<file path="src/hdl/modbus_rtu_register_slave_macros.svh">
// Assertion macros for the Modbus RTU register slave.
// Used by files that carry concurrent checks; expects clk_i and rst_ni in scope.
`ifndef MODBUS_RTU_REGISTER_SLAVE_MACROS_SVH
`define MODBUS_RTU_REGISTER_SLAVE_MACROS_SVH

// same-cycle implication
`define MRS_ASSERT_IMP(lbl, ante, cons, msg) \
  lbl: assert property (@(posedge clk_i) disable iff (!rst_ni) (ante) |-> (cons)) \
    else $error(msg);

// next-cycle implication
`define MRS_ASSERT_NXT(lbl, ante, cons, msg) \
  lbl: assert property (@(posedge clk_i) disable iff (!rst_ni) (ante) |=> (cons)) \
    else $error(msg);

`endif

</file>
<file path="src/hdl/mrs_pkg.sv">
// Shared types, codes and the CRC-16 step for the Modbus RTU register slave.
// No dependencies.
package mrs_pkg;

  localparam logic [1:0] KIND_BYTE  = 2'd0;
  localparam logic [1:0] KIND_WRITE = 2'd1;
  localparam logic [1:0] KIND_READ  = 2'd2;

  localparam logic [7:0] FC_READ   = 8'h03;
  localparam logic [7:0] FC_WRITE1 = 8'h06;
  localparam logic [7:0] FC_WRITEN = 8'h10;

  localparam logic [7:0] EXC_FUNC  = 8'h01;
  localparam logic [7:0] EXC_RANGE = 8'h02;
  localparam logic [7:0] EXC_COUNT = 8'h03;
  localparam logic [7:0] EXC_FLAG  = 8'h80;

  localparam logic       OUT_FRAME = 1'b0;
  localparam logic       OUT_LOCAL = 1'b1;

  localparam logic [15:0] CRC_SEED = 16'hFFFF;
  localparam logic [15:0] CRC_POLY = 16'hA001;

  localparam int HDR_BYTES = 7;

  typedef enum logic [1:0] {
    RESP_EXC,
    RESP_READ,
    RESP_ECHO
  } resp_e;

  typedef struct packed {
    logic [1:0]  kind;
    logic [7:0]  rx_byte;
    logic        frame_end;
    logic [7:0]  local_index;
    logic [15:0] local_value;
  } item_t;

  typedef struct packed {
    logic  valid;
    item_t item;
  } queue_t;

  function automatic logic [15:0] crc16_update(input logic [15:0] crc,
                                               input logic [7:0]  data);
    logic [15:0] c;
    c = crc ^ {8'h00, data};
    for (int b = 0; b < 8; b++) begin
      c = c[0] ? ((c >> 1) ^ CRC_POLY) : (c >> 1);
    end
    return c;
  endfunction

endpackage

</file>
<file path="src/hdl/modbus_rtu_register_slave.sv">
// Top level of the Modbus RTU register slave: config registers, front queue, engine.
// Depends on mrs_pkg, mrs_front, mrs_engine and modbus_rtu_register_slave_macros.svh.
//
// Input stream: tuser selects the request (frame byte, local write, local read),
// tlast marks the last byte of a frame. Output stream: tuser 0 is a response
// byte with tlast on the final byte, tuser 1 is local read data (tlast set).
// A two-entry queue sits between input and engine, so requests are taken while
// a result waits at the output register.
// Timing: the engine takes frame bytes and local writes in ST_IDLE while the
// output register is free; a local read loads its result there. At frame end
// ST_CHECK runs, then the response streams at one byte per cycle unless the
// receiver stalls. Function 16 first steps ST_RDHI, ST_RDLO and ST_WRITE per
// register written, set by the single registered read port of the frame buffer.
// Local read data is valid in the cycle after its request is taken.
// Reset clears the holding registers, frame state and queue; slave address
// returns to 1 and the protected index to 255. A stalled receiver holds the
// output register, then the engine, then the queue, then s_axis_tready.
module modbus_rtu_register_slave import mrs_pkg::*; #(
  parameter int NUM_REGS    = 16,
  parameter int FRAME_BYTES = 64
) (
  input  logic        clk_i,
  input  logic        rst_ni,
  input  logic        s_axis_tvalid,
  output logic        s_axis_tready,
  input  logic [31:0] s_axis_tdata,   // rx_byte[7:0], local_index[15:8], local_value[31:16]
  input  logic        s_axis_tlast,
  input  logic [1:0]  s_axis_tuser,   // kind[1:0]
  output logic        m_axis_tvalid,
  input  logic        m_axis_tready,
  output logic [23:0] m_axis_tdata,   // tx_byte[7:0], read_value[23:8]
  output logic        m_axis_tlast,
  output logic        m_axis_tuser,   // out_kind[0]
  input  logic        psel,
  input  logic        penable,
  input  logic        pwrite,
  input  logic [2:0]  paddr,
  input  logic [31:0] pwdata,
  output logic [31:0] prdata,
  output logic        pready
);

  logic [7:0]  slave_addr_q, prot_idx_q;
  logic        cfg_we;
  item_t       in_item;
  queue_t      head;
  logic        pop;
  logic        okind, olast;
  logic [7:0]  obyte;
  logic [15:0] oval;

  assign pready = 1'b1;
  assign cfg_we = psel && penable && pwrite && pready;
  assign prdata = paddr[2] ? {24'h0, prot_idx_q} : {24'h0, slave_addr_q};

  always_ff @(posedge clk_i or negedge rst_ni) begin
    if (!rst_ni) begin
      slave_addr_q <= 8'd1;
      prot_idx_q   <= 8'd255;
    end else if (cfg_we) begin
      if (paddr[2]) prot_idx_q   <= pwdata[7:0];
      else          slave_addr_q <= pwdata[7:0];
    end
  end

  assign in_item.kind        = s_axis_tuser;
  assign in_item.rx_byte     = s_axis_tdata[7:0];
  assign in_item.frame_end   = s_axis_tlast;
  assign in_item.local_index = s_axis_tdata[15:8];
  assign in_item.local_value = s_axis_tdata[31:16];

  mrs_front u_front (
    .clk_i      (clk_i),
    .rst_ni     (rst_ni),
    .in_valid_i (s_axis_tvalid),
    .in_ready_o (s_axis_tready),
    .in_item_i  (in_item),
    .head_o     (head),
    .pop_i      (pop)
  );

  mrs_engine #(
    .NUM_REGS    (NUM_REGS),
    .FRAME_BYTES (FRAME_BYTES)
  ) u_engine (
    .clk_i        (clk_i),
    .rst_ni       (rst_ni),
    .slave_addr_i (slave_addr_q),
    .prot_idx_i   (prot_idx_q),
    .head_i       (head),
    .pop_o        (pop),
    .out_valid_o  (m_axis_tvalid),
    .out_ready_i  (m_axis_tready),
    .out_kind_o   (okind),
    .out_byte_o   (obyte),
    .out_last_o   (olast),
    .out_value_o  (oval)
  );

  assign m_axis_tdata = {oval, obyte};
  assign m_axis_tlast = olast;
  assign m_axis_tuser = okind;

`include "modbus_rtu_register_slave_macros.svh"

  `MRS_ASSERT_IMP(a_local_last, m_axis_tvalid && (m_axis_tuser == OUT_LOCAL), m_axis_tlast, "local result without tlast")
  `MRS_ASSERT_IMP(a_local_byte, m_axis_tvalid && (m_axis_tuser == OUT_LOCAL), m_axis_tdata[7:0] == 8'h00, "local result with nonzero byte")
  `MRS_ASSERT_IMP(a_full_head, !s_axis_tready, head.valid, "input stalled with empty queue")
  `MRS_ASSERT_NXT(a_cfg_addr, cfg_we && !paddr[2], slave_addr_q == $past(pwdata[7:0]), "slave address not written")

endmodule

</file>
<file path="src/hdl/mrs_front.sv">
// Input side: accepts requests, drops unknown kinds, queues the rest.
// Depends on mrs_pkg.
module mrs_front import mrs_pkg::*; (
  input  logic        clk_i,
  input  logic        rst_ni,
  input  logic        in_valid_i,
  output logic        in_ready_o,
  input  item_t       in_item_i,
  output queue_t      head_o,
  input  logic        pop_i
);

  localparam int Depth = 2;

  item_t       fifo_q [Depth];
  logic        wptr_q, wptr_d, rptr_q, rptr_d;
  logic [1:0]  cnt_q, cnt_d;
  logic        push, take, known;

  assign in_ready_o = (cnt_q != 2'(Depth));
  assign known      = (in_item_i.kind == KIND_BYTE) || (in_item_i.kind == KIND_WRITE) ||
                      (in_item_i.kind == KIND_READ);
  assign push       = in_valid_i && in_ready_o && known;
  assign take       = pop_i && (cnt_q != 2'd0);

  assign head_o.valid = (cnt_q != 2'd0);
  assign head_o.item  = fifo_q[rptr_q];

  always_comb begin
    wptr_d = push ? ~wptr_q : wptr_q;
    rptr_d = take ? ~rptr_q : rptr_q;
    cnt_d  = cnt_q + 2'(push) - 2'(take);
  end

  always_ff @(posedge clk_i or negedge rst_ni) begin
    if (!rst_ni) begin
      wptr_q <= 1'b0;
      rptr_q <= 1'b0;
      cnt_q  <= 2'd0;
    end else begin
      wptr_q <= wptr_d;
      rptr_q <= rptr_d;
      cnt_q  <= cnt_d;
    end
  end

  always_ff @(posedge clk_i) begin
    if (push) begin
      fifo_q[wptr_q] <= in_item_i;
    end
  end

endmodule

</file>
<file path="src/hdl/mrs_engine.sv">
// Back end: frame buffer, frame check, holding registers and response streaming.
// Depends on mrs_pkg.
module mrs_engine import mrs_pkg::*; #(
  parameter int NUM_REGS    = 16,
  parameter int FRAME_BYTES = 64
) (
  input  logic        clk_i,
  input  logic        rst_ni,
  input  logic [7:0]  slave_addr_i,
  input  logic [7:0]  prot_idx_i,
  input  queue_t      head_i,
  output logic        pop_o,
  output logic        out_valid_o,
  input  logic        out_ready_i,
  output logic        out_kind_o,
  output logic [7:0]  out_byte_o,
  output logic        out_last_o,
  output logic [15:0] out_value_o
);

  localparam int AW  = $clog2(FRAME_BYTES);
  localparam int CW  = $clog2(FRAME_BYTES + 1);
  localparam int IW  = (NUM_REGS > 1) ? $clog2(NUM_REGS) : 1;
  localparam int NW  = $clog2(NUM_REGS + 1);
  localparam int RLW = 7;

  typedef enum logic [5:0] {
    ST_IDLE  = 6'b000001,
    ST_CHECK = 6'b000010,
    ST_RDHI  = 6'b000100,
    ST_RDLO  = 6'b001000,
    ST_WRITE = 6'b010000,
    ST_EMIT  = 6'b100000
  } state_e;

  state_e           state_q, state_d;
  logic [7:0]       mem [FRAME_BYTES];
  logic [7:0]       rdata_q;
  logic             mem_we;
  logic [CW-1:0]    count_q, count_d;
  logic             ovf_q, ovf_d;
  logic [15:0]      rxcrc_q, rxcrc_d;
  logic [7:0]       hdr_q [HDR_BYTES];
  logic [7:0]       hdr_d [HDR_BYTES];
  logic [15:0]      hold_q [NUM_REGS];
  logic             hw_en;
  logic [IW-1:0]    hw_idx;
  logic [15:0]      hw_data;
  logic [AW-1:0]    ptr_q, ptr_d;
  logic [7:0]       hi_q, hi_d;
  logic [IW-1:0]    widx_q, widx_d;
  logic [NW-1:0]    rem_q, rem_d;
  resp_e            rtype_q, rtype_d;
  logic [RLW-1:0]   k_q, k_d, rlen_q, rlen_d;
  logic [7:0]       code_q, code_d, nbytes_q, nbytes_d;
  logic [15:0]      txcrc_q, txcrc_d;
  logic [IW-1:0]    cur_q, cur_d;
  logic             half_q, half_d;
  logic             ovalid_q, ovalid_d, okind_q, okind_d, olast_q, olast_d;
  logic [7:0]       obyte_q, obyte_d;
  logic [15:0]      oval_q, oval_d;
  logic             out_free;
  logic [IW-1:0]    rd_idx;
  logic [15:0]      hsel;
  logic [15:0]      fa, fn;
  logic [9:0]       len10;
  logic             drop, range_bad, idx_ok;
  logic [7:0]       gen;

  assign out_free = !ovalid_q || out_ready_i;
  assign rd_idx   = (state_q == ST_EMIT) ? cur_q : head_i.item.local_index[IW-1:0];
  assign hsel     = ({{(32-IW){1'b0}}, rd_idx} < 32'(NUM_REGS)) ? hold_q[rd_idx] : 16'h0;
  assign fa       = {hdr_q[2], hdr_q[3]};
  assign fn       = {hdr_q[4], hdr_q[5]};
  assign len10    = 10'(count_q);
  assign drop     = ovf_q || (len10 < 10'd4) ||
                    ((hdr_q[0] != slave_addr_i) && (hdr_q[0] != 8'h00)) || (rxcrc_q != 16'h0);
  assign range_bad = (17'(fa) + 17'(fn)) > 17'(NUM_REGS);
  assign idx_ok   = head_i.item.local_index < 8'(NUM_REGS);

  // next response byte
  always_comb begin
    gen = 8'h00;
    if (k_q == rlen_q - RLW'(2)) begin
      gen = txcrc_q[7:0];
    end else if (k_q == rlen_q - RLW'(1)) begin
      gen = txcrc_q[15:8];
    end else if (k_q == '0) begin
      gen = slave_addr_i;
    end else begin
      unique case (rtype_q)
        RESP_EXC:  gen = (k_q == RLW'(1)) ? (hdr_q[1] | EXC_FLAG) : code_q;
        RESP_READ: begin
          if (k_q == RLW'(1))      gen = FC_READ;
          else if (k_q == RLW'(2)) gen = nbytes_q;
          else                     gen = half_q ? hsel[7:0] : hsel[15:8];
        end
        RESP_ECHO: gen = hdr_q[k_q[2:0]];
        default:   gen = 8'h00;
      endcase
    end
  end

  always_comb begin
    state_d  = state_q;
    count_d  = count_q;
    ovf_d    = ovf_q;
    rxcrc_d  = rxcrc_q;
    hdr_d    = hdr_q;
    ptr_d    = ptr_q;
    hi_d     = hi_q;
    widx_d   = widx_q;
    rem_d    = rem_q;
    rtype_d  = rtype_q;
    k_d      = k_q;
    rlen_d   = rlen_q;
    code_d   = code_q;
    nbytes_d = nbytes_q;
    txcrc_d  = txcrc_q;
    cur_d    = cur_q;
    half_d   = half_q;
    ovalid_d = ovalid_q && !out_ready_i;
    okind_d  = okind_q;
    obyte_d  = obyte_q;
    olast_d  = olast_q;
    oval_d   = oval_q;
    mem_we   = 1'b0;
    hw_en    = 1'b0;
    hw_idx   = '0;
    hw_data  = 16'h0;
    pop_o    = 1'b0;

    unique case (state_q)
      ST_IDLE: begin
        if (head_i.valid && out_free) begin
          pop_o = 1'b1;
          unique case (head_i.item.kind)
            KIND_BYTE: begin
              if (count_q < CW'(FRAME_BYTES)) begin
                mem_we  = 1'b1;
                count_d = count_q + CW'(1);
                rxcrc_d = crc16_update(rxcrc_q, head_i.item.rx_byte);
                if (count_q < CW'(HDR_BYTES)) begin
                  hdr_d[count_q[2:0]] = head_i.item.rx_byte;
                end
              end else begin
                ovf_d = 1'b1;
              end
              if (head_i.item.frame_end) state_d = ST_CHECK;
            end
            KIND_WRITE: begin
              hw_en   = idx_ok;
              hw_idx  = head_i.item.local_index[IW-1:0];
              hw_data = head_i.item.local_value;
            end
            KIND_READ: begin
              ovalid_d = 1'b1;
              okind_d  = OUT_LOCAL;
              obyte_d  = 8'h00;
              olast_d  = 1'b1;
              oval_d   = idx_ok ? hsel : 16'h0;
            end
            default: ;
          endcase
        end
      end
      ST_CHECK: begin
        count_d = '0;
        ovf_d   = 1'b0;
        rxcrc_d = CRC_SEED;
        k_d     = '0;
        txcrc_d = CRC_SEED;
        half_d  = 1'b0;
        state_d = ST_IDLE;
        rtype_d = RESP_EXC;
        rlen_d  = RLW'(5);
        if (!drop) begin
          priority if (hdr_q[1] == FC_READ) begin
            if (len10 >= 10'd8) begin
              state_d = ST_EMIT;
              if (range_bad) begin
                code_d = EXC_RANGE;
              end else begin
                rtype_d  = RESP_READ;
                rlen_d   = RLW'(5) + RLW'({fn[5:0], 1'b0});
                nbytes_d = {fn[6:0], 1'b0};
                cur_d    = fa[IW-1:0];
              end
            end
          end else if (hdr_q[1] == FC_WRITE1) begin
            if (len10 >= 10'd8) begin
              state_d = ST_EMIT;
              if ((fa >= 16'(NUM_REGS)) || (fa == {8'h00, prot_idx_i})) begin
                code_d = EXC_RANGE;
              end else begin
                hw_en   = 1'b1;
                hw_idx  = fa[IW-1:0];
                hw_data = fn;
                rtype_d = RESP_ECHO;
                rlen_d  = RLW'(8);
              end
            end
          end else if (hdr_q[1] == FC_WRITEN) begin
            if (len10 >= 10'd9) begin
              state_d = ST_EMIT;
              if ((len10 < (10'(hdr_q[6]) + 10'd9)) || ({fn, 1'b0} != 17'(hdr_q[6]))) begin
                code_d = EXC_COUNT;
              end else if (range_bad) begin
                code_d = EXC_RANGE;
              end else begin
                rtype_d = RESP_ECHO;
                rlen_d  = RLW'(8);
                ptr_d   = AW'(HDR_BYTES);
                widx_d  = fa[IW-1:0];
                rem_d   = fn[NW-1:0];
                if (fn != 16'h0) state_d = ST_RDHI;
              end
            end
          end else begin
            state_d = ST_EMIT;
            code_d  = EXC_FUNC;
          end
        end
      end
      ST_RDHI: begin
        ptr_d   = ptr_q + AW'(1);
        state_d = ST_RDLO;
      end
      ST_RDLO: begin
        hi_d    = rdata_q;
        ptr_d   = ptr_q + AW'(1);
        state_d = ST_WRITE;
      end
      ST_WRITE: begin
        hw_en   = 1'b1;
        hw_idx  = widx_q;
        hw_data = {hi_q, rdata_q};
        widx_d  = widx_q + IW'(1);
        rem_d   = rem_q - NW'(1);
        state_d = (rem_q == NW'(1)) ? ST_EMIT : ST_RDHI;
      end
      ST_EMIT: begin
        if (out_free) begin
          ovalid_d = 1'b1;
          okind_d  = OUT_FRAME;
          obyte_d  = gen;
          olast_d  = (k_q == rlen_q - RLW'(1));
          oval_d   = 16'h0;
          k_d      = k_q + RLW'(1);
          if (k_q < rlen_q - RLW'(2)) begin
            txcrc_d = crc16_update(txcrc_q, gen);
            if ((rtype_q == RESP_READ) && (k_q >= RLW'(3))) begin
              half_d = ~half_q;
              if (half_q) cur_d = cur_q + IW'(1);
            end
          end
          if (k_q == rlen_q - RLW'(1)) state_d = ST_IDLE;
        end
      end
      default: state_d = ST_IDLE;
    endcase
  end

  always_ff @(posedge clk_i or negedge rst_ni) begin
    if (!rst_ni) begin
      state_q  <= ST_IDLE;
      count_q  <= '0;
      ovf_q    <= 1'b0;
      rxcrc_q  <= CRC_SEED;
      ovalid_q <= 1'b0;
      rem_q    <= '0;
      k_q      <= '0;
      rlen_q   <= RLW'(5);
      for (int i = 0; i < NUM_REGS; i++) hold_q[i] <= 16'h0;
    end else begin
      state_q  <= state_d;
      count_q  <= count_d;
      ovf_q    <= ovf_d;
      rxcrc_q  <= rxcrc_d;
      ovalid_q <= ovalid_d;
      rem_q    <= rem_d;
      k_q      <= k_d;
      rlen_q   <= rlen_d;
      if (hw_en) hold_q[hw_idx] <= hw_data;
    end
  end

  always_ff @(posedge clk_i) begin
    hdr_q    <= hdr_d;
    ptr_q    <= ptr_d;
    hi_q     <= hi_d;
    widx_q   <= widx_d;
    rtype_q  <= rtype_d;
    code_q   <= code_d;
    nbytes_q <= nbytes_d;
    txcrc_q  <= txcrc_d;
    cur_q    <= cur_d;
    half_q   <= half_d;
    okind_q  <= okind_d;
    obyte_q  <= obyte_d;
    olast_q  <= olast_d;
    oval_q   <= oval_d;
  end

  // frame buffer, registered read
  always_ff @(posedge clk_i) begin
    if (mem_we) mem[count_q[AW-1:0]] <= head_i.item.rx_byte;
    rdata_q <= mem[ptr_q];
  end

  assign out_valid_o = ovalid_q;
  assign out_kind_o  = okind_q;
  assign out_byte_o  = obyte_q;
  assign out_last_o  = olast_q;
  assign out_value_o = oval_q;

endmodule
</file>
<file path="config.mk">
export PLATFORM = sky130hd
export DESIGN_NAME = modbus_rtu_register_slave
export DESIGN_NICKNAME = d
export VERILOG_FILES = /design/src/hdl/mrs_pkg.sv /design/src/hdl/modbus_rtu_register_slave.sv /design/src/hdl/mrs_front.sv /design/src/hdl/mrs_engine.sv
export VERILOG_INCLUDE_DIRS = /design/src /design/src/hdl
export SDC_FILE = /design/constraint.sdc
export NUM_CORES = 2
export LEC_CHECK = 0
export ABC_AREA = 1
export BUFFER_PORTS_ARGS = -buffer_cell sky130_fd_sc_hd__buf_2
export CELL_PAD_IN_SITES_DETAIL_PLACEMENT = 1
export CELL_PAD_IN_SITES_GLOBAL_PLACEMENT = 1
export CORE_MARGIN = 4
export CORE_UTILIZATION = 42
export CTS_BUF_LIST = sky130_fd_sc_hd__clkbuf_8
export DETAILED_ROUTE_END_ITERATION = 10
export HOLD_SLACK_MARGIN = 0.12
export PLACE_DENSITY = 0.66
export SYNTH_ARGS = -nofsm -noshare
export SYNTH_HDL_FRONTEND = slang
export SYNTH_SLANG_ARGS = --single-unit
export TNS_END_PERCENT = 1
</file>
<file path="constraint.sdc">
create_clock -name clk_i -period 4.9 [get_ports clk_i]
set_input_delay 0.735 -clock clk_i [delete_from_list [all_inputs] [get_ports clk_i]]
set_output_delay 0.735 -clock clk_i [all_outputs]
set_load 0.01 [all_outputs]
</file>
== After elaboration in Yosys (flattened, before gate mapping) ==
Memory sizes are Yosys's and may differ from the RTL's. A register that Yosys moved wholly into a read port is not among the register bits.
Index checks and enable logic that the tools add are counted.

* Register bits after elaboration: 464
* Output and inout port bits: 61
* Input port bits: 77
* RAM bits: 582
* Memories kept: 2

{| class="wikitable"
|+ Memory list
! name !! words !! width !! read ports !! clocked after memory_dff !! wr ports !! RTL line !! source
|-
| u_engine.mem || 64 || 8 || 1 || 1 || 1 || mrs_engine.sv:37 || <nowiki>logic [7:0] mem [FRAME_BYTES];</nowiki>
|-
| u_front.fifo_q || 2 || 35 || 1 || 0 || 1 || mrs_front.sv:15 || <nowiki>item_t fifo_q [Depth];</nowiki>
|}

* Reductions and logical operators: 50
* Add/sub/neg operators: 13
* Bitwise logic cells: 28
* Equality and inequality tests: 48
* Multiplexer cells: 190
* Magnitude comparators: 17

{| class="wikitable"
|+ Operators by type and width
! operator !! number
|-
| $mux 16 || 35
|-
| $bwmux 256 || 1
|-
| $mux 8 || 23
|-
| $mux 6 || 22
|-
| $mux 4 || 24
|-
| $pmux 16 s2 || 3
|-
| $mux 7 || 13
|-
| $bmux 16 s4 || 1
|-
| $demux 16 s4 || 1
|-
| $bwmux 56 || 1
|-
| $not 2->3 || 16
|-
| $pmux 16 s3 || 1
|-
| $pmux 6 s6 || 1
|-
| $mux 5 || 7
|-
| $reduce_bool 16->1 || 2
|-
| $xor 16x8->16 || 2
|-
| $mux 1 || 31
|-
| $ne 2x2->1 const B || 14
|-
| $pmux 7 s2 || 2
|-
| $bmux 8 s3 || 1
|-
| $demux 8 s3 || 1
|-
| $pmux 8 s3 || 1
|-
| $mux 2 || 9
|-
| $ne 2x1->1 const B || 9
|-
| 69 further kinds || 125
|}

== Longest topological paths before layout ==
* Depth after elaboration: 33
* Mapped depth: 31
* Depth with buffers taken out: 30

== Hierarchy ==
From an unflattened synthesis, not the netlist that was laid out.

* Cells, all modules: 4627
* Area total of the unflattened synthesis: 47335.4 um^2

{| class="wikitable"
|+ By module, submodules not included
! module !! sequential area each (um^2) !! area each (um^2) !! times used !! cells an instance
|-
| mrs_engine || 27360.0 || 43551.8 || 1 || 4285
|-
| mrs_front || 2202.1 || 2822.7 || 1 || 217
|-
| modbus_rtu_register_slave || 411.6 || 960.9 || 1 || 125
|}

== Worst setup path after synthesis ==
Ideal clock, no wire load.

* Kind: register to register
* Start: register u_engine.k_q[0]
* End: register u_engine.txcrc_q[0] (data pin)
* Setup slack: 1430 ps
* Data required time: 4632 ps
* Data arrival time: 3202 ps
* Stages on the path, launching flop included: 22
* Setup time: 268 ps
* Path through: dfrtp_1 > inv_1 > clkbuf_1 > buf_1 > ha_1 > inv_1 > nor3_1 > inv_1 > o21ai_0 > inv_1 > a21oi_1 > inv_1 > nand2_1 > nand2_1 > nand2_1 > nand2_1 > nand2_1 > nand3_2 > nand2_2 > nand2_1 > nand3_1 > nand3_1

* Word-level cells in the longest chain between the ends: 21

{| class="wikitable"
|+ RTL lines
! element !! RTL line !! source
|-
| start, declared || mrs_engine.sv:54 || <nowiki>logic [RLW-1:0] k_q, k_d, rlen_q, rlen_d;</nowiki>
|-
| start signal, assigned || mrs_engine.sv:282 || <nowiki>k_q <= k_d;</nowiki>
|-
| $not 3->4 (not written as such) || mrs_engine.sv:98 || <nowiki>RESP_ECHO: gen = hdr_q[k_q[2:0]];</nowiki>
|-
| $bmux 8 s3 || mrs_engine.sv:98 ||
|-
| $mux 8 (not written as such) (2 in series) || mrs_engine.sv:98 ||
|-
| $pmux 8 s3 || mrs_engine.sv:91 || <nowiki>unique case (rtype_q)</nowiki>
|-
| $mux 8 || mrs_engine.sv:88 || <nowiki>end else if (k_q == '0) begin</nowiki>
|-
| $mux 8 || mrs_engine.sv:86 || <nowiki>end else if (k_q == rlen_q - RLW'(1)) begin</nowiki>
|-
| $mux 8 (*) || mrs_engine.sv:84 || <nowiki>if (k_q == rlen_q - RLW'(2)) begin</nowiki>
|-
| $xor 16x8->16 (*) || mrs_pkg.sv:48 || <nowiki>c = crc ^ {8'h00, data};</nowiki>
|-
| $mux 16 (*) (6 in series) || mrs_pkg.sv:50 || <nowiki>c = c[0] ? ((c >> 1) ^ CRC_POLY) : (c >> 1);</nowiki>
|-
| $not 2->3 (no line) or $mux 16 (tied branches) || -- ||
|-
| $mux 16 (*) (2 in series) || mrs_pkg.sv:50 ||
|-
| $mux 16 (*) || mrs_engine.sv:250 || <nowiki>if (k_q < rlen_q - RLW'(2)) begin</nowiki>
|-
| $mux 16 (*) || mrs_engine.sv:243 || <nowiki>if (out_free) begin</nowiki>
|-
| $pmux 16 s2 (*) || mrs_engine.sv:133 || <nowiki>unique case (state_q)</nowiki>
|-
| end signal, assigned || mrs_engine.sv:296 || <nowiki>txcrc_q <= txcrc_d;</nowiki>
|-
| end, declared || mrs_engine.sv:56 || <nowiki>logic [15:0] txcrc_q, txcrc_d;</nowiki>
|}

Mark *: on every way between the ends. The rest lies on a longest branch, timed or not. The select of a mux whose other input is x is not followed.
A chain may end at the register's enable or synchronous reset.

== Worst setup path in the final report ==
* Start: register u_engine.count_q[3]
* End: register u_engine.hold_q[58] (netlist bit)

* Word-level cells in the longest chain between the ends: 12

{| class="wikitable"
|+ RTL lines
! element !! RTL line !! source
|-
| start, declared || mrs_engine.sv:40 || <nowiki>logic [CW-1:0] count_q, count_d;</nowiki>
|-
| start signal, assigned || mrs_engine.sv:277 || <nowiki>count_q <= count_d;</nowiki>
|-
| $ge 7x4->1 or $lt 7x3->1 (tied branches) || mrs_engine.sv:191, mrs_engine.sv:76 ||
|-
| $mux 4 or $logic_or 1x1->1 (tied branches) || mrs_engine.sv:191, mrs_engine.sv:76 ||
|-
| $mux 4 or $logic_or 1x1->1 (tied branches) || mrs_engine.sv:190, mrs_engine.sv:76 ||
|-
| $mux 4 or $logic_or 1x1->1 (tied branches) || mrs_engine.sv:178, mrs_engine.sv:77 ||
|-
| $mux 4 || mrs_engine.sv:177 || <nowiki>if (!drop) begin</nowiki>
|-
| $pmux 4 s3 || mrs_engine.sv:133 ||
|-
| $not 4->5 (not written as such) || mrs_engine.sv:284 || <nowiki>if (hw_en) hold_q[hw_idx] <= hw_data;</nowiki>
|-
| $ge 5x5->1 (not written as such) or $lt 5x1->1 (tied branches) || mrs_engine.sv:284 ||
|-
| $logic_and 1x1->1 (not written as such) || mrs_engine.sv:284 ||
|-
| $mux 16 (not written as such) || mrs_engine.sv:284 ||
|-
| $demux 16 s4 || mrs_engine.sv:284 ||
|-
| $bwmux 256 || mrs_engine.sv:284 ||
|-
| end signal, assigned by index || mrs_engine.sv:284 ||
|-
| end, declared || mrs_engine.sv:45 || <nowiki>logic [15:0] hold_q [NUM_REGS];</nowiki>
|}

Parallel ways exist; a longest one is shown, timed or not.

==> out/metrics.csv <==
stage,metric,value,unit
pwr,leakage,0.02028,uW
global_route,grt_max_degree,210,
layout,fill_cells,12170,
cts,cts_setup_buffers,0,
synth,yosys.area.top_type_share,46.28,%
timing,setup_ws,0.5306,ns
layout,final_nets,4755,
synth,synth-seq-area-share,64.16,%
timing,timing.slew.headroom,36.03,%
placement,place.detailed.hpwl,90020,um
timing,setup_tns,0,ns
cts,cts_buffer_depth,3,
critical_path,crit_top_cell,inv_1,
routing,wl_per_cell,23.48,um
cts,cts-htree-levels,4,
routing,drtIter0Drc,2438,
synth,ys_seq_elements,1054,
layout,layout_commonest_cell,edfxtp_1,
cts,cts.clk_slew.worst_paths,0.06,ns
timing,hold_viol,0,
layout,final_cell_mix,"edfxtp_1 (720), nand2_1 (712), o21ai_0 (626)",
layout,syn2layout_area_growth,13.76,%
synth,synth_area_leaders,"edfxtp_1 (46%), dfrtp_1 (16%), o21ai_0 (6.7%)",
critical_path,r2r-start,u_engine.count_q[3]$_DFFE_PN0P_,
timing,worst_slew_pin_slew,0.9561,ns
cts,cts_root_buf,clkbuf_8,
routing,dr_total_vias,34870,
critical_path,worstSetupStartpointType,flop,
cts,holdBufCountCts,39,
critical_path,r2r_slack,0.53,ns
timing,setup-violations-final,0,
critical_path,end_kind,flop,
synth,synthArstFlopShare,30.93,%
die,die_y,341.5,um
global_route,grt_pass1_wl,220600,um
cts,cts_resized,0,
critical_path,cp.buffers_inverters,7,
routing,drt_pass1_iterations,5,
critical_path,slowest_delay,0.59,ns
critical_path,cp.arrival,5.08,ns
critical_path,worst-path-max-fanout,32,
global_route,grt_use_total,24.93,%
synth,syn_area_per_cell,10.49,um^2
critical_path,crit_path_cell_trace,inv_1 > nand2_1 > nor2_1 > inv_1 > nor2_1 > inv_1 > nand4_1 > nor3_1 > inv_1 > nor3_2 > buf_4 > a21oi_1 > inv_1 > nor2_1 > nand3_1 > buf_4 > nand2_1 > o21ai_0,
placement,routabilityCongestion,0.8548,
synth,synth.distinct_cells,65,
hold_path,hold_start,s_axis_tdata[24],
timing,rsz0062_at_grt,no,
routing,wl,147200,um
hold_path,whs_path_depth,1,
timing,fmax,228.9,MHz
layout,drive_gt1_share,11.72,%
timing,fin_skew,0.03896,ns
critical_path,slowest_stage,nor2_1,
timing,finalCritPeriodShare,89.17,%
critical_path,crit_required,5.61,ns
cts,clk_latency,0.87,ns
synth,yosys_warnings,0,
placement,portBuffers,86,
critical_path,critical_path_class,flop to flop,
synth,syn_area,0.04672,mm^2
global_route,antenna_found_initial,4,
die,io_pins,138,
cts,clock_sinks,1054,
die,start_util,42.27,%
synth,synth_edf_count,720,
cts,cts_tree,built,
cts,cts_buffers,179,
die,die_area,0.1166,mm^2
hold_path,holdCritPathClass,primary input to flop,
critical_path,worstRegToRegCells,18,
die,die_w,341.5,um
placement,dp_cells,5897,
synth,synth_top_cell_by_area,edfxtp_1,
flow_run,maxCapViolations,0,
layout,multi_input_area,0.01467,mm^2
outcome,status,"complete, no violations",
hold_path,whs_endpoint,u_front.fifo_q[1][8]$_DFFE_PP_,
die,std_cell_rows,122,
critical_path,critical-path-top-delay-family,simple AND/OR/NAND/NOR gates,
layout,register_area,0.02998,mm^2
routing,detail-route-antenna-nets,0,
pwr,powerDensity,521.4,mW/mm^2
routing,drc,0,
placement,dp_worst_setup_slack,0.6222,ns
global_route,grt.overflow.total,0,
timing,drv_slew,0,
synth,synth_flop_cell,edfxtp_1,
pwr,ir_drop,0.4158,mV
critical_path,critPathLaunch,u_engine.count_q[3]$_DFFE_PN0P_,
global_route,grt_pass1_vias,35810,
timing,fin_crit,4.369,ns
synth,syn_inst,4452,
layout,finalNonFillerCells,6270,
die,core_area,0.1105,mm^2
routing,vias_per_cell,5.562,
critical_path,r2r-end,u_engine.hold_q[58]$_DFFE_PN0P_,
registers in the layout (all words and copies together) (netlist names), 4 cells and up:
register	flops
u_engine.mem	512
u_engine.hold_q	256
u_front.fifo_q	70
u_engine.hdr_q	24
u_engine.fa	16
u_engine.fn	16
u_engine.out_value_o	16
u_engine.rxcrc_q	16
u_engine.txcrc_q	16
prot_idx_q	8
slave_addr_q	8
u_engine.code_q	8
u_engine.hi_q	8
u_engine.out_byte_o	8
u_engine.rdata_q	8
u_engine.count_q	7
u_engine.k_q	7
u_engine.nbytes_q	7
u_engine.rlen_q	7
u_engine.ptr_q	6
u_engine.state_q	6
u_engine.rem_q	5
u_engine.cur_q	4
u_engine.widx_q	4
worst max-delay path by stage:
stage	endpoint	slack, ns	cells past startpoint
finish	u_engine.hold_q[58]$_DFFE_PN0P_	0.53	18
global route	u_engine.hold_q[57]$_DFFE_PN0P_	0.20	18
CTS	u_engine.txcrc_q[0]$_SDFFCE_PN1P_	0.61	26
detailed placement	u_engine.txcrc_q[0]$_SDFFCE_PN1P_	0.62	25
global placement	u_engine.txcrc_q[0]$_SDFFCE_PN1P_	0.68	26
floorplan	u_engine.txcrc_q[0]$_SDFFCE_PN1P_	1.43	21
layout make-up:
cell class	instances	area share [%]
Inverter	237	1.690
Sequential cell	1054	56.41
Clock buffer	200	5.180
Tap cell	1488	3.503
Clock inverter	130	1.627
Antenna cell	4	0.01884
Timing Repair Buffer	269	3.974
Multi-Input combinational cell	2888	27.60
cells in the mapped netlist (all sizes together), types with 18 or more instances:
library cell and n:
a221oi 18, edfxtp 720, nand2 726, xnor2 31, o22ai 22, o211ai 26
nand4 20, nor4 21, nor3 30, o221ai 127, dfstp 28, dfrtp 298
o21ai 667, a21oi 89, clkbuf 206, nand3 428, inv 229, nor2 496
buf 90, xor2 45, ha 48
worst reg2reg max path: stages (launching register included):
cell     delay [ns]
dfrtp_1        0.49
inv_1          0.26
nand2_1        0.43
nor2_1         0.59
inv_1          0.13
nor2_1         0.13
inv_1          0.06
nand4_1        0.28
nor3_1         0.08
inv_1          0.13
nor3_2         0.05
buf_4          0.23
a21oi_1        0.26
inv_1          0.12
nor2_1         0.33
nand3_1        0.15
buf_4          0.31
nand2_1        0.12
o21ai_0        0.08
where the power goes:
part           total, uW  switching, uW  internal, uW  leakage, uW
Clock               8030           3730          4290      0.00207
Sequential         11300            388         10900       0.0110
Combinational       8410           6140          2270      0.00723
metrics by stage:
| step | hold WS, ns | cell area (um^2) | total power, uW | util [%] |
|---|---|---|---|---|
| 5_1_grt | 0.1548 | 53140 | 29150 | 48.09 |
| 3_5_place_dp | 0.4378 | 49120 | 19800 | 44.45 |
| 6_report | 0.2014 | 53140 | 27710 | 48.09 |
| 3_3_place_gp | 0.4277 | 49120 | 19620 | 44.45 |
| 4_1_cts | 0.1294 | 53130 | 27890 | 48.08 |
| 2_1_floorplan | 0.4083 | 46800 | 16480 | - |
cell families (layout without fill, tap and decap cells):
group | after synthesis | after routing | synth area share [%]
adders and majority gates | 49 | 49 | 1.328
xor gates and xnor gates | 76 | 76 | 1.425
and+or+nand+nor | 1743 | 1743 | 15.80
AOI/OAI and AO/OA | 985 | 985 | 12.19
DFF | 1054 | 1054 | 64.16
buffers and inverters | 533 | 836 | 4.864
muxes | 10 | 10 | 0.2143
other | 2 | 29 | 0.01608
per-layer routing:
metal / track usage, % / wire [um] / vias up
met3: 4.003 / 7290 / 260
met5: 0 / 11 / -
li1: - / - / 16100
met2: 41.10 / 70650 / 961
met4: 9.444 / 5143 / 2
met1: 33.32 / 64100 / 17550
(Power assumes the default switching activity.)
